<file path="src/rtl/mihv_pkg.sv">
// shared types, constants and codes of the module image header validator
// no dependencies; imported by the interfaces and all rtl modules

package mihv_pkg;

  localparam int unsigned HEADER_BYTES = 20;
  localparam int unsigned HDR_POS_W    = $clog2(HEADER_BYTES);
  localparam int unsigned DLEN_BYTES   = 4;

  // header field byte positions
  localparam int unsigned POS_VERSION  = 4;
  localparam int unsigned POS_FLAGS    = 6;
  localparam int unsigned POS_GLOBALS  = 8;
  localparam int unsigned POS_LOCALS   = 10;
  localparam int unsigned POS_ENTRY    = 12;
  localparam int unsigned POS_CODE_LEN = 16;

  localparam int unsigned BYTE_W = 8;
  localparam int unsigned CNT_W  = 34;
  localparam int unsigned SIZE_W = CNT_W + 1;
  localparam int unsigned OFS_W  = 32;
  localparam int unsigned CEND_W = 33;
  localparam int unsigned DEND_W = 34;
  localparam int unsigned SEC_W  = 3;
  localparam int unsigned STAT_W = 4;

  localparam int unsigned CFG_IDX_W  = 2;
  localparam int unsigned CFG_DATA_W = 32;

  typedef enum logic [CFG_IDX_W-1:0] {
    CFG_MAGIC,
    CFG_VERSION,
    CFG_MAX_LOCALS,
    CFG_MIN_BYTES
  } cfg_idx_e;

  typedef enum logic [SEC_W-1:0] {
    SEC_HEADER,
    SEC_CODE,
    SEC_DLEN,
    SEC_DATA,
    SEC_BEYOND
  } sec_e;

  typedef enum logic [STAT_W-1:0] {
    ST_OK,
    ST_SHORT,
    ST_MAGIC,
    ST_VERSION,
    ST_FLAGS,
    ST_LOCALS,
    ST_CODE_END,
    ST_ENTRY,
    ST_NO_DLEN,
    ST_DATA_END,
    ST_TRAILING
  } stat_e;

  typedef struct packed {
    logic [31:0] magic_word;
    logic [15:0] accepted_version;
    logic [15:0] max_entry_locals;
    logic [15:0] min_image_bytes;
  } cfg_t;

  // one tagged beat from the tracker with the fields as captured so far
  typedef struct packed {
    sec_e              section;
    logic [BYTE_W-1:0] byte_val;
    logic [OFS_W-1:0]  ofs;
    logic              last;
    logic [SIZE_W-1:0] size;
    logic              magic_ok;
    logic [15:0]       version;
    logic [15:0]       flags;
    logic [15:0]       globals;
    logic [15:0]       locals;
    logic [31:0]       entry;
    logic [31:0]       code_len;
    logic [31:0]       data_len;
    logic [CEND_W-1:0] code_end;
    logic [CEND_W-1:0] dlen_end;
    logic [DEND_W-1:0] data_end;
  } trk_t;

  typedef struct packed {
    sec_e              section;
    logic [BYTE_W-1:0] byte_out;
    logic [OFS_W-1:0]  section_offset;
    logic              done_res;
    stat_e             status;
    logic [15:0]       global_count;
    logic [15:0]       entry_locals_out;
    logic [31:0]       entry_offset;
    logic [31:0]       code_length;
    logic [31:0]       data_length;
  } res_t;

endpackage

</file>
<file path="src/rtl/mihv_tracker.sv">
// per-image byte tracker: byte count, header capture, section boundaries, offsets
// depends on mihv_pkg

module mihv_tracker import mihv_pkg::*; (
  input  logic              clk_i,
  input  logic              rst_ni,
  input  cfg_t              cfg_i,
  input  logic              in_vld_i,
  input  logic [BYTE_W-1:0] in_byte_i,
  input  logic              in_last_i,
  output logic              in_rdy_o,
  output logic              trk_vld_o,
  output trk_t              trk_o,
  input  logic              trk_rdy_i
);

  logic [CNT_W-1:0]     cnt_q;
  logic                 magic_ok_q, magic_ok_d;
  logic [15:0]          version_q, version_d;
  logic [15:0]          flags_q, flags_d;
  logic [15:0]          globals_q, globals_d;
  logic [15:0]          locals_q, locals_d;
  logic [31:0]          entry_q, entry_d;
  logic [31:0]          code_len_q, code_len_d;
  logic [31:0]          data_len_q, data_len_d;
  logic [CEND_W-1:0]    code_end_q, code_end_d;
  logic [CEND_W-1:0]    dlen_end_q, dlen_end_d;
  logic [DEND_W-1:0]    data_end_q, data_end_d;
  sec_e                 sec_q, sec_d;
  logic [OFS_W-1:0]     ofs_q, ofs_d;
  logic [CNT_W-1:0]     cnt_d;
  logic                 trk_vld_q;
  trk_t                 trk_q, trk_d;

  logic                 adv;
  logic                 in_hdr;
  logic [HDR_POS_W-1:0] pos;
  logic [1:0]           dl_idx;

  assign in_rdy_o  = !trk_vld_q || trk_rdy_i;
  assign adv       = in_vld_i && in_rdy_o;
  assign trk_vld_o = trk_vld_q;
  assign trk_o     = trk_q;

  assign in_hdr = cnt_q < CNT_W'(HEADER_BYTES);
  assign pos    = cnt_q[HDR_POS_W-1:0];
  // data length byte index is the offset from the code end, low two bits
  assign dl_idx = cnt_q[1:0] - code_end_q[1:0];

  always_comb begin
    magic_ok_d = magic_ok_q;
    version_d  = version_q;
    flags_d    = flags_q;
    globals_d  = globals_q;
    locals_d   = locals_q;
    entry_d    = entry_q;
    code_len_d = code_len_q;
    data_len_d = data_len_q;
    code_end_d = code_end_q;
    dlen_end_d = dlen_end_q;
    data_end_d = data_end_q;

    // header capture, little-endian
    if (in_hdr) begin
      if (pos < HDR_POS_W'(POS_VERSION)) begin
        if (in_byte_i != cfg_i.magic_word[{pos[1:0], 3'b000} +: 8]) begin
          magic_ok_d = 1'b0;
        end
      end else if (pos < HDR_POS_W'(POS_FLAGS)) begin
        version_d[{pos[0], 3'b000} +: 8] = in_byte_i;
      end else if (pos < HDR_POS_W'(POS_GLOBALS)) begin
        flags_d[{pos[0], 3'b000} +: 8] = in_byte_i;
      end else if (pos < HDR_POS_W'(POS_LOCALS)) begin
        globals_d[{pos[0], 3'b000} +: 8] = in_byte_i;
      end else if (pos < HDR_POS_W'(POS_ENTRY)) begin
        locals_d[{pos[0], 3'b000} +: 8] = in_byte_i;
      end else if (pos < HDR_POS_W'(POS_CODE_LEN)) begin
        entry_d[{pos[1:0], 3'b000} +: 8] = in_byte_i;
      end else if (pos < HDR_POS_W'(POS_CODE_LEN + 4)) begin
        code_len_d[{pos[1:0], 3'b000} +: 8] = in_byte_i;
        // data length is still zero here, so data end equals data length end
        code_end_d = {1'b0, code_len_d} + CEND_W'(HEADER_BYTES);
        dlen_end_d = {1'b0, code_len_d} + CEND_W'(HEADER_BYTES + DLEN_BYTES);
        data_end_d = {1'b0, dlen_end_d};
      end
    end

    // section of this byte
    if (in_hdr) begin
      sec_d = SEC_HEADER;
    end else if ({1'b0, code_end_q} > cnt_q) begin
      sec_d = SEC_CODE;
    end else if ({1'b0, dlen_end_q} > cnt_q) begin
      sec_d = SEC_DLEN;
      data_len_d[{dl_idx, 3'b000} +: 8] = in_byte_i;
      data_end_d = {1'b0, dlen_end_q} + {2'b00, data_len_d};
    end else if (data_end_q > cnt_q) begin
      sec_d = SEC_DATA;
    end else begin
      sec_d = SEC_BEYOND;
    end

    // sections are contiguous, so a new section always starts at offset zero
    if (cnt_q == '0 || sec_d != sec_q) begin
      ofs_d = '0;
    end else if (ofs_q != '1) begin
      ofs_d = ofs_q + 1'b1;
    end else begin
      ofs_d = ofs_q;
    end

    if (cnt_q != '1) begin
      cnt_d = cnt_q + 1'b1;
    end else begin
      cnt_d = cnt_q;
    end

    trk_d.section  = sec_d;
    trk_d.byte_val = in_byte_i;
    trk_d.ofs      = ofs_d;
    trk_d.last     = in_last_i;
    trk_d.size     = {1'b0, cnt_q} + SIZE_W'(1);
    trk_d.magic_ok = magic_ok_d;
    trk_d.version  = version_d;
    trk_d.flags    = flags_d;
    trk_d.globals  = globals_d;
    trk_d.locals   = locals_d;
    trk_d.entry    = entry_d;
    trk_d.code_len = code_len_d;
    trk_d.data_len = data_len_d;
    trk_d.code_end = code_end_d;
    trk_d.dlen_end = dlen_end_d;
    trk_d.data_end = data_end_d;
  end

  always_ff @(posedge clk_i or negedge rst_ni) begin
    if (!rst_ni) begin
      cnt_q      <= '0;
      magic_ok_q <= 1'b1;
      version_q  <= '0;
      flags_q    <= '0;
      globals_q  <= '0;
      locals_q   <= '0;
      entry_q    <= '0;
      code_len_q <= '0;
      data_len_q <= '0;
      code_end_q <= CEND_W'(HEADER_BYTES);
      dlen_end_q <= CEND_W'(HEADER_BYTES + DLEN_BYTES);
      data_end_q <= DEND_W'(HEADER_BYTES + DLEN_BYTES);
      sec_q      <= SEC_HEADER;
      ofs_q      <= '0;
      trk_vld_q  <= 1'b0;
    end else begin
      if (in_rdy_o) begin
        trk_vld_q <= in_vld_i;
      end
      if (adv) begin
        if (in_last_i) begin
          // image done: back to a fresh image
          cnt_q      <= '0;
          magic_ok_q <= 1'b1;
          version_q  <= '0;
          flags_q    <= '0;
          globals_q  <= '0;
          locals_q   <= '0;
          entry_q    <= '0;
          code_len_q <= '0;
          data_len_q <= '0;
          code_end_q <= CEND_W'(HEADER_BYTES);
          dlen_end_q <= CEND_W'(HEADER_BYTES + DLEN_BYTES);
          data_end_q <= DEND_W'(HEADER_BYTES + DLEN_BYTES);
          sec_q      <= SEC_HEADER;
          ofs_q      <= '0;
        end else begin
          cnt_q      <= cnt_d;
          magic_ok_q <= magic_ok_d;
          version_q  <= version_d;
          flags_q    <= flags_d;
          globals_q  <= globals_d;
          locals_q   <= locals_d;
          entry_q    <= entry_d;
          code_len_q <= code_len_d;
          data_len_q <= data_len_d;
          code_end_q <= code_end_d;
          dlen_end_q <= dlen_end_d;
          data_end_q <= data_end_d;
          sec_q      <= sec_d;
          ofs_q      <= ofs_d;
        end
      end
    end
  end

  always_ff @(posedge clk_i) begin
    if (adv) begin
      trk_q <= trk_d;
    end
  end

endmodule

</file>
<file path="config.mk">
export PLATFORM = sky130hd
export DESIGN_NAME = mihv_tracker
export DESIGN_NICKNAME = d
export VERILOG_FILES = /design/src/rtl/mihv_pkg.sv /design/src/rtl/mihv_tracker.sv
export SDC_FILE = /design/constraint.sdc
export NUM_CORES = 1
export LEC_CHECK = 0
export BUFFER_PORTS_ARGS = -buffer_cell sky130_fd_sc_hd__buf_2
export CAP_MARGIN = 25
export CELL_PAD_IN_SITES_DETAIL_PLACEMENT = 1
export CELL_PAD_IN_SITES_GLOBAL_PLACEMENT = 1
export CORE_MARGIN = 4
export CORE_UTILIZATION = 32
export CTS_CLUSTER_SIZE = 16
export DETAILED_ROUTE_END_ITERATION = 10
export GPL_ROUTABILITY_DRIVEN = 1
export PLACE_DENSITY = 0.62
export SLEW_MARGIN = 10
export SYNTH_ARGS = -nofsm -noshare
export SYNTH_HDL_FRONTEND = slang
export SYNTH_SLANG_ARGS = --single-unit
</file>
<file path="constraint.sdc">
create_clock -name clk_i -period 32.8 [get_ports clk_i]
set_input_delay 6.56 -clock clk_i [delete_from_list [all_inputs] [get_ports clk_i]]
set_output_delay 6.56 -clock clk_i [all_outputs]
set_load 0.01 [all_outputs]
</file>
Yosys cells after proc, flatten, opt, wreduce, memory -nomap -nowiden
Cells that the tools add are included.
Widths: inputs -> output; s select.
{"block": "totals", "ff_bits": 671, "in_bits": 93, "output_inout_bits": 342, "elab_cells": 164}
{"block": "op_classes", "add_sub_neg": 10, "n_lt_le_gt_ge": 11, "eq_ne": 4, "n_shift": 7, "mux": 94, "n_reduce_logical": 7}
{"operator": "$mux 32", "n": 24}
{"operator": "$mux 33", "n": 18}
{"operator": "$mux 34", "n": 14}
{"operator": "$mux 16", "n": 22}
{"operator": "$bwmux 32", "n": 3}
{"operator": "$gt 33x34->1", "n": 2}
{"operator": "$add 32x5->33 const B", "n": 2}
{"operator": "$bwmux 16", "n": 4}
{"operator": "$shift 8x7->32 const A", "n": 2}
{"operator": "$shiftx 8x7->32", "n": 2}
{"operator": "$add 34x1->35 const B", "n": 1}
{"operator": "$add 33x32->34", "n": 1}
{"operator": "$add 34x1->34 const B", "n": 1}
{"operator": "$gt 34x34->1", "n": 1}
{"operator": "$logic_not 34->1", "n": 1}
{"operator": "$lt 34x5->1 const B", "n": 1}
{"operator": "$ne 34x34->1 const B", "n": 1}
{"operator": "$add 32x1->32 const B", "n": 1}
{"operator": "$ne 32x32->1 const B", "n": 1}
{"operator": "$shiftx 32x6->8", "n": 1}
{"operator": "$shift 8x6->16 const A", "n": 1}
{"operator": "$shiftx 8x6->16", "n": 1}
{"operator": "$lt 5x4->1 const B", "n": 3}
{"operator": "$mux 3", "n": 5}
{"operator": "other kinds (13)", "n": 20}

Logic depth before layout (Yosys ltp)
Gate-level depths: netlist (run 1).
{"block": "depth", "depth_word": 16, "ltp_mapped": 24, "ltp_nobuf": 21}

Worst setup path after synthesis (run 1)
No wires, ideal clock.
{"block": "synth_path", "path_type": "input to register", "start": "input port trk_rdy_i", "end": "register data_len_q[23]", "setup_time_ns": 0.570, "arrival_ns": 16.945, "required_time_ns": 32.230, "setup_slack_ns": 15.285, "path_stages": 6, "path_buffers": 2, "cell_sequence": "nand2b_1 -> nand2_1 -> inv_1 -> clkbuf_1 -> clkbuf_1 -> o21ai_0"}
{"block": "synth_via", "elab_chain_len": 2}
{"item": "start, declared", "line": "mihv_tracker.sv:14", "source": "input logic trk_rdy_i"}
{"item": "$logic_or 1x1->1", "line": "mihv_tracker.sv:40", "source": "assign in_rdy_o = !trk_vld_q || trk_rdy_i;"}
{"item": "$logic_and 1x1->1", "line": "mihv_tracker.sv:41", "source": "assign adv = in_vld_i && in_rdy_o;"}
{"item": "net adv", "line": "mihv_tracker.sv:35", "source": "logic adv;"}
{"item": "end signal, assigned", "line": "mihv_tracker.sv:183", "source": "data_len_q <= data_len_d;"}
{"item": "end, declared", "line": "mihv_tracker.sv:25", "source": "logic [31:0] data_len_q, data_len_d;"}
The timed path passes the listed nets, and every way through them passes these cells.
A chain may end at the register's enable or synchronous reset.

Worst setup path in the final report (run 1)
{"block": "layout_path", "start": "input port trk_rdy_i", "end": "output port in_rdy_o"}
{"block": "layout_via", "elab_chain_len": 1}
{"item": "$logic_or 1x1->1", "line": "mihv_tracker.sv:40"}
{"item": "end, declared", "line": "mihv_tracker.sv:11", "source": "output logic in_rdy_o,"}
No other way between the ends.

==> run_results.csv, run 1 <==
group,metric,value,unit
timing,setup_viol,0,
synth,ys_async_sr_fraction,0.493,
final_layout,drive_gt1_frac,0.193,
synth,synthAdderAreaFrac,0.0563,
clock_network,cts_max_level,3,
power_and_ir_drop,leakage,16.8,nW
setup_path,cp.buffers_inverters,2,
global_route,grt_max_degree,110,
die,initial_core_util,0.322,
final_layout,syn_to_final_growth,18.4,%
routing,drt-initial-drc-count,1661,
clock_network,holdBufCountCts,0,
synth,post_synth_mux_area_share,0.0269,
setup_path,cp-end-kind,"output pin",
routing,vias,25700,
setup_path,critPathSlowestCell,"nand2b_1",
clock_network,clk_pin_slew,0.06,ns
clock_network,cts_made_buffers,79,
power_and_ir_drop,peakVddDrop,33.9,uV
synth,synth_top_area_frac,0.307,
global_route,antenna_found_initial,3,
placed_design,dpl_cell_area,36800,sq um
final_layout,instances_no_fill,4832,
timing,hold_viol,0,
synth,yosys_most_used_dff,"edfxtp_1",
setup_path,startpoint_type,"primary input",
setup_path,critPathRequiredTime,26.24,ns
placed_design,dpl.hpwl,85400,um
timing,slew_violations,0,
synth,synth-seq-area-share,0.556,
synth,syn_area,33300,sq um
global_route,grt_pass1_vias,26000,
synth,syn_area_per_cell,11.0,sq um
die,core_region_area,103000,sq um
routing,drcViolationCount,0,
synth,synth_compound_area_frac,0.166,
placed_design,placed_cells,4681,
placed_design,place_congestion,0.863,
synth,synthSimpleGateAreaFrac,0.125,
final_layout,fin_util,0.381,
die,die_h,330,um
final_layout,diodes,0,
synth,yosys-top-cells-area,"edfxtp_1, dfrtp_1, a22o_1",
routing,wire_per_inst,24.9,um
die,ios,435,
routing,vias_per_cell,5.33,
synth,synthDistinctLibCells,86,
placed_design,portBuffers,386,
timing,setup_tns,0,ns
timing,tightest_slew,1.03,ns
timing,min_period_over_period,0.414,
routing,dr.pass1.iters,5,
die,rows,118,
final_layout,finalInstanceArea,39400,sq um
synth,ys_warn_count,0,
timing,fin_hold_ws,0.499,ns
timing,max_slew_margin,0.313,
setup_path,arrival,7.01,ns
timing,skew,0.0194,ns
clock_network,cts_buffer_depth,3,
synth,synth_top_family_by_area,"compound AO/OA/AOI/OAI gates",
synth,synth_top_area_cell,"edfxtp_1",
synth,synth_cells,3028,
synth,ys_seq_elements,671,
min_path,hold_class,"register to register",
timing,fmax,73.7,MHz
setup_path,cp_max_fo,3,
power_and_ir_drop,cellPowerDensity,50.8,nW/um^2
routing,antenna_left,0,
clock_network,cts_tree,"built",
routing,routed_wl,120000,um
clock_network,root_buffer,"clkbuf_16",
clock_network,cts.sinks,671,
setup_path,max_stage_delay,0.19,ns
timing,fin_crit,13.57,ns
global_route,gr-total-overflow,0,
run,drv_cap,0,
synth,synth_xor_area_frac,0.0384,
global_route,globalRouteTotalUtil,0.217,
setup_path,crit_top_cell,"buf_2",
timing,rsz0062_at_grt,"false",
die,die_w,330,um
run_status,status,"completed",
synth,synth-edff-count,340,
setup_path,cp_top_family,"buffers and inverters",
clock_network,ctsResizeCount,0,
clock_network,insertion_delay,0.65,ns
clock_network,post-cts-setup-buffer-count,0,
setup_path,path_class,"primary input to output pin",
final_layout,nets,3628,
setup_path,cp_cell_sequence,"buf_2 > nand2b_1 > buf_2",
die,die_area,109000,sq um
synth,synth_nets,3270,
global_route,grt_first_pass_wirelength,176000,um
## layout by cell type (no fill, tap or decap), types with 8 or more instances in the layout
cell       count
xor2_1        39
a21oi_1      180
nor2b_1       40
a22o_1       235
nand4_1       41
buf_4         52
and2_1         8
o211ai_1      10
nand3b_1       8
or3_1         18
buf_2        386
and3_1        14
a31oi_1       48
o31ai_1       16
edfxtp_1     340
nor4_1        19
clkinv_2      12
nor2_1       230
o21ai_1       19
a211oi_1      16
clkbuf_16     84
mux4_2         8
a21o_1        43
nor3_1        37
nand2b_1      18
mux2_2        51
o21a_1        11
clkbuf_8      13
inv_1         94
o21ai_0      179
dfrtp_1      324
xnor2_1      107
clkbuf_1      24
nand3_1       56
nand2_1      365
mux2i_1       14
ha_1         148
## Yosys cell counts, types with 8 or more instances
master    count
nor2b_1      40
o21ai_1      18
nor2_1      232
a21o_1       43
nand4_1      41
nand2_1     366
ha_1        148
mux2_2       51
edfxtp_1    340
a31oi_1      48
xnor2_1     107
nor3_1       39
o31ai_1      16
and3_1       14
a21oi_1     180
o21ai_0     180
nor4_1       19
or3_1        18
nand2b_1     18
xor2_1       39
a211oi_1     16
o21a_1       11
mux2i_1      14
and2_1        8
buf_2        20
a22o_1      235
clkbuf_1    137
mux4_2        8
inv_1        95
o211ai_1     10
dfrtp_1     324
nand3_1      58
nand3b_1      8
## per-layer routing
layer,part of all wire,global-route usage
met5,0,0
met4,0.016,0.0460
met3,0.057,0.0445
met2,0.47,0.352
met1,0.45,0.300
## final timing paths
| kind | start | to | slack, ns | depth (start not counted) |
|---|---|---|---|---|
| worst max-delay path | trk_rdy_i | in_rdy_o | 19.23 | 3 |
| worst min-delay path | locals_q[11]$_DFFE_PN0P_ | locals_q[11]$_DFFE_PN0P_ | 0.50 | 1 |
| worst max register to register | cnt_q[1]$_DFFE_PN0P_ | trk_o[32]$_DFFE_PP_ | 25.96 | 22 |
| worst min register to register | locals_q[11]$_DFFE_PN0P_ | locals_q[11]$_DFFE_PN0P_ | 0.50 | 1 |
| max in group asynchronous | rst_ni | cnt_q[21]$_DFFE_PN0P_ | 24.64 | 3 |
| min in group asynchronous | rst_ni | entry_q[23]$_DFFE_PN0P_ | 5.96 | 1 |
## logic make-up after synthesis
logic type      after synthesis
buf+inv                     265
xor+xnor                    146
compound gates              819
mux                          73
flops                       671
fa+ha+maj                   149
simple gates                905
## power breakdown
group | internal, mW | switching [mW] | total (mW)
clock | 0.516 | 0.366 | 0.882
combinational | 0.0533 | 0.146 | 0.200
sequential | 0.910 | 0.00932 | 0.920
total | 1.48 | 0.522 | 2.00
## stage by stage
step / setup slack [ns] / total power, mW
6_report: 19.23 / 2.00
5_1_grt: 19.21 / 2.09
4_1_cts: 19.22 / 2.03
3_5_place_dp: 19.23 / 1.14
3_3_place_gp: 19.23 / 1.14
2_1_floorplan: 15.29 / 1.05
## cell type report
type | count | area, sq um
clock buffers | 121 | 2370
fillers | 11500 | 64000
well taps | 1380 | 1730
clock inverters | 26 | 213
inverters | 99 | 379
multi-input cells | 2092 | 13800
flip-flops and latches | 671 | 18500
repair buffers | 443 | 2390
## worst reg2reg max path: cells and delay by family, from the launching register on
kind            cells  cell delay, ns
flops               1            0.36
xor+xnor            1            0.30
mux                 1            0.29
simple gates        4            0.83
fa+ha+maj           4            1.50
buf+inv             3            0.82
compound gates      9            2.58
## registers in the layout, summed over array words and instances (netlist names)
name        cells
trk_o         340
cnt_q          34
data_end_q     34
code_end_q     33
dlen_end_q     33
code_len_q     32
data_len_q     32
entry_q        32
ofs_q          32
flags_q        16
globals_q      16
locals_q       16
version_q      16
sec_q           3
magic_ok_q      1
trk_vld_o       1
(Power assumes the default switching activity.)
==> inputs of run 2 (changes only) <==
--- a/config.mk
+++ b/config.mk
@@ -14,7 +14,7 @@
 export CTS_CLUSTER_SIZE = 16
 export DETAILED_ROUTE_END_ITERATION = 10
 export GPL_ROUTABILITY_DRIVEN = 1
-export PLACE_DENSITY = 0.62
+export PLACE_DENSITY = 0.64
 export SLEW_MARGIN = 10
 export SYNTH_ARGS = -nofsm -noshare
 export SYNTH_HDL_FRONTEND = slang
==> constraint.sdc (replaced) <==
create_clock -name clk_i -period 12.15 [get_ports clk_i]
set_input_delay 2.43 -clock clk_i [delete_from_list [all_inputs] [get_ports clk_i]]
set_output_delay 2.43 -clock clk_i [all_outputs]
set_load 0.01 [all_outputs]
==> run 2 against run 1 <==
Net effect:
- first-iteration DRC count increased by 15%
- critical endpoint is now trk_o[28]$_DFFE_PP_
- critical path depth rose by 14
- sequential power grew to 2.7 times the previous value
==> run_results.csv, run 2 (same netlist as run 1, synthesis figures left out) <==
group,metric,value,unit
run_status,status,"completed",
timing,fin_ws,5.92,ns
routing,vias,25700,
global_route,antenna_found_initial,3,
die,ios,435,
timing,tightest_slew,1.12,ns
die,die_w,330,um
power_and_ir_drop,leakage,16.8,nW
setup_path,max_stage_delay,0.53,ns
clock_network,cts_max_level,3,
power_and_ir_drop,cellPowerDensity,140,nW/um^2
setup_path,critPathSlowestCell,"a2111o_1",
timing,setup_tns,0,ns
placed_design,placed_cells,4677,
setup_path,cp-end-kind,"register",
setup_path,startpoint_type,"primary input",
final_layout,layout_commonest_cell,"buf_2",
final_layout,multiInputGateArea,13800,sq um
placed_design,dpl.hpwl,83600,um
routing,antenna_left,0,
setup_path,arrival,6.62,ns
clock_network,cts.sinks,671,
final_layout,syn_to_final_growth,18.7,%
timing,fin_hold_ws,0.502,ns
placed_design,place_congestion,0.862,
final_layout,largest_register_ffs,340,
final_layout,drive_gt1_frac,0.192,
setup_path,critPathRequiredTime,12.54,ns
power_and_ir_drop,swShare,0.259,
global_route,gr-total-overflow,0,
timing,max_slew_margin,0.250,
timing,hold_viol,0,
timing,min_period_over_period,0.513,
routing,drt-initial-drc-count,1916,
die,initial_core_util,0.322,
placed_design,dp_slack,5.30,ns
power_and_ir_drop,switching_power,1.43,mW
clock_network,holdBufCountCts,0,
timing,rsz0062_at_grt,"false",
power_and_ir_drop,combinationalPowerShare,0.097,
die,core_region_area,103000,sq um
power_and_ir_drop,p_seq_frac,0.451,
clock_network,insertion_delay,0.65,ns
timing,slew_violations,0,
routing,wire_per_inst,24.8,um
final_layout,nets,3624,
setup_path,cp_top_family,"compound AO/OA/AOI/OAI gates",
routing,drcViolationCount,0,
global_route,grt_first_pass_wirelength,175000,um
global_route,grt_pass1_vias,26000,
setup_path,cp.buffers_inverters,2,
setup_path,cp_cell_sequence,"buf_2 > buf_4 > nand2_1 > o21ai_0 > ha_1 > fa_1 > a211oi_1 > nor2_1 > o31ai_2 > o21ai_1 > a2111o_1 > a221o_1 > a211oi_1 > xor2_1 > o21ai_0 > o22ai_1 > a21oi_1",
clock_network,root_buffer,"clkbuf_16",
placed_design,dpl_cell_area,36800,sq um
placed_design,portBuffers,386,
timing,fmax,161,MHz
run,drv_cap,0,
routing,routed_wl,120000,um
final_layout,fin_util,0.382,
final_layout,instances_no_fill,4826,
clock_network,ctsResizeCount,0,
final_layout,regArea,18500,sq um
die,die_h,330,um
clock_network,cts_buffer_depth,3,
setup_path,path_class,"primary input to register",
min_path,hold_class,"register to register",
routing,vias_per_cell,5.33,
timing,fin_crit,6.23,ns
global_route,grt_max_degree,159,
final_layout,finalInstanceArea,39500,sq um
timing,skew,0.0283,ns
final_layout,n_fill_cell,11400,
clock_network,cts_made_buffers,78,
power_and_ir_drop,p_total,5.52,mW
die,die_area,109000,sq um
power_and_ir_drop,peakVddDrop,89.0,uV
setup_path,r2r_setup_slack,5.97,ns
clock_network,cts_tree,"built",
routing,dr.pass1.iters,5,
clock_network,clk_pin_slew,0.06,ns
setup_path,cp_max_fo,24,
clock_network,post-cts-setup-buffer-count,0,
power_and_ir_drop,p_int,4.09,mW
final_layout,layout_common_cells,"buf_2, nand2_1, edfxtp_1",
global_route,globalRouteTotalUtil,0.214,
timing,setup_viol,0,
die,rows,118,
power_and_ir_drop,power_frac_clock,0.452,
## run 2: cell count changes in the layout (fill, tap and decap cells not counted), moves of 2 or more
cell,before,now
bufinv_16,2,11
buf_4,52,45
clkbuf_8,13,6
clkbuf_1,24,18
clkbuf_16,84,80
clkinv_1,6,9
buf_12,1,3
## run 2: layout make-up
| class | instances | area share |
|---|---|---|
| flip-flops and latches | 671 | 0.469 |
| multi-input cells | 2092 | 0.350 |
| repair buffers | 440 | 0.0610 |
| clock buffers | 104 | 0.0545 |
| well taps | 1380 | 0.0437 |
| clock inverters | 39 | 0.0129 |
| inverters | 99 | 0.00960 |
| diodes | 1 | 0.0000634 |
## run 2: layer usage
| metal | wire length (um) | vias up | GRT usage |
|---|---|---|---|
| li1 | - | 11800 | - |
| met1 | 53900 | 13200 | 0.296 |
| met2 | 56500 | 598 | 0.349 |
| met3 | 7100 | 109 | 0.0429 |
| met4 | 2090 | 0 | 0.0467 |
| met5 | 0 | - | 0 |
## run 2: power by group through the flow
stage / Sequential [mW] / Clock, mW / Combinational, mW
2_1_floorplan: 2.56 / 0 / 0.266
3_3_place_gp: 2.53 / 0 / 0.532
3_5_place_dp: 2.53 / 0 / 0.542
4_1_cts: 2.49 / 2.56 / 0.545
5_1_grt: 2.49 / 2.66 / 0.587
6_report: 2.49 / 2.49 / 0.537
## run 2: path summary, 6_finish.rpt
path / end / start / depth (start not counted)
worst max-delay path: trk_o[28]$_DFFE_PP_ / in_byte_i[0] / 17
worst min-delay path: flags_q[11]$_DFFE_PN0P_ / flags_q[11]$_DFFE_PN0P_ / 1
worst max register to register: trk_o[28]$_DFFE_PP_ / cnt_q[1]$_DFFE_PN0P_ / 21
worst min register to register: flags_q[11]$_DFFE_PN0P_ / flags_q[11]$_DFFE_PN0P_ / 1
max in group asynchronous: dlen_end_q[18]$_DFFE_PN0P_ / rst_ni / 3
min in group asynchronous: ofs_q[12]$_DFFE_PN0P_ / rst_ni / 1
## run 2: worst reg2reg max path, delay by kind of cell, from the launching register on
kind | cells | cell delay [ns]
AOI/OAI and AO/OA | 10 | 2.58
adders and majority gates | 4 | 1.40
and+or+nand+nor | 3 | 0.59
xor gates and xnor gates | 2 | 0.53
buffers and inverters | 2 | 0.44
DFF | 1 | 0.38
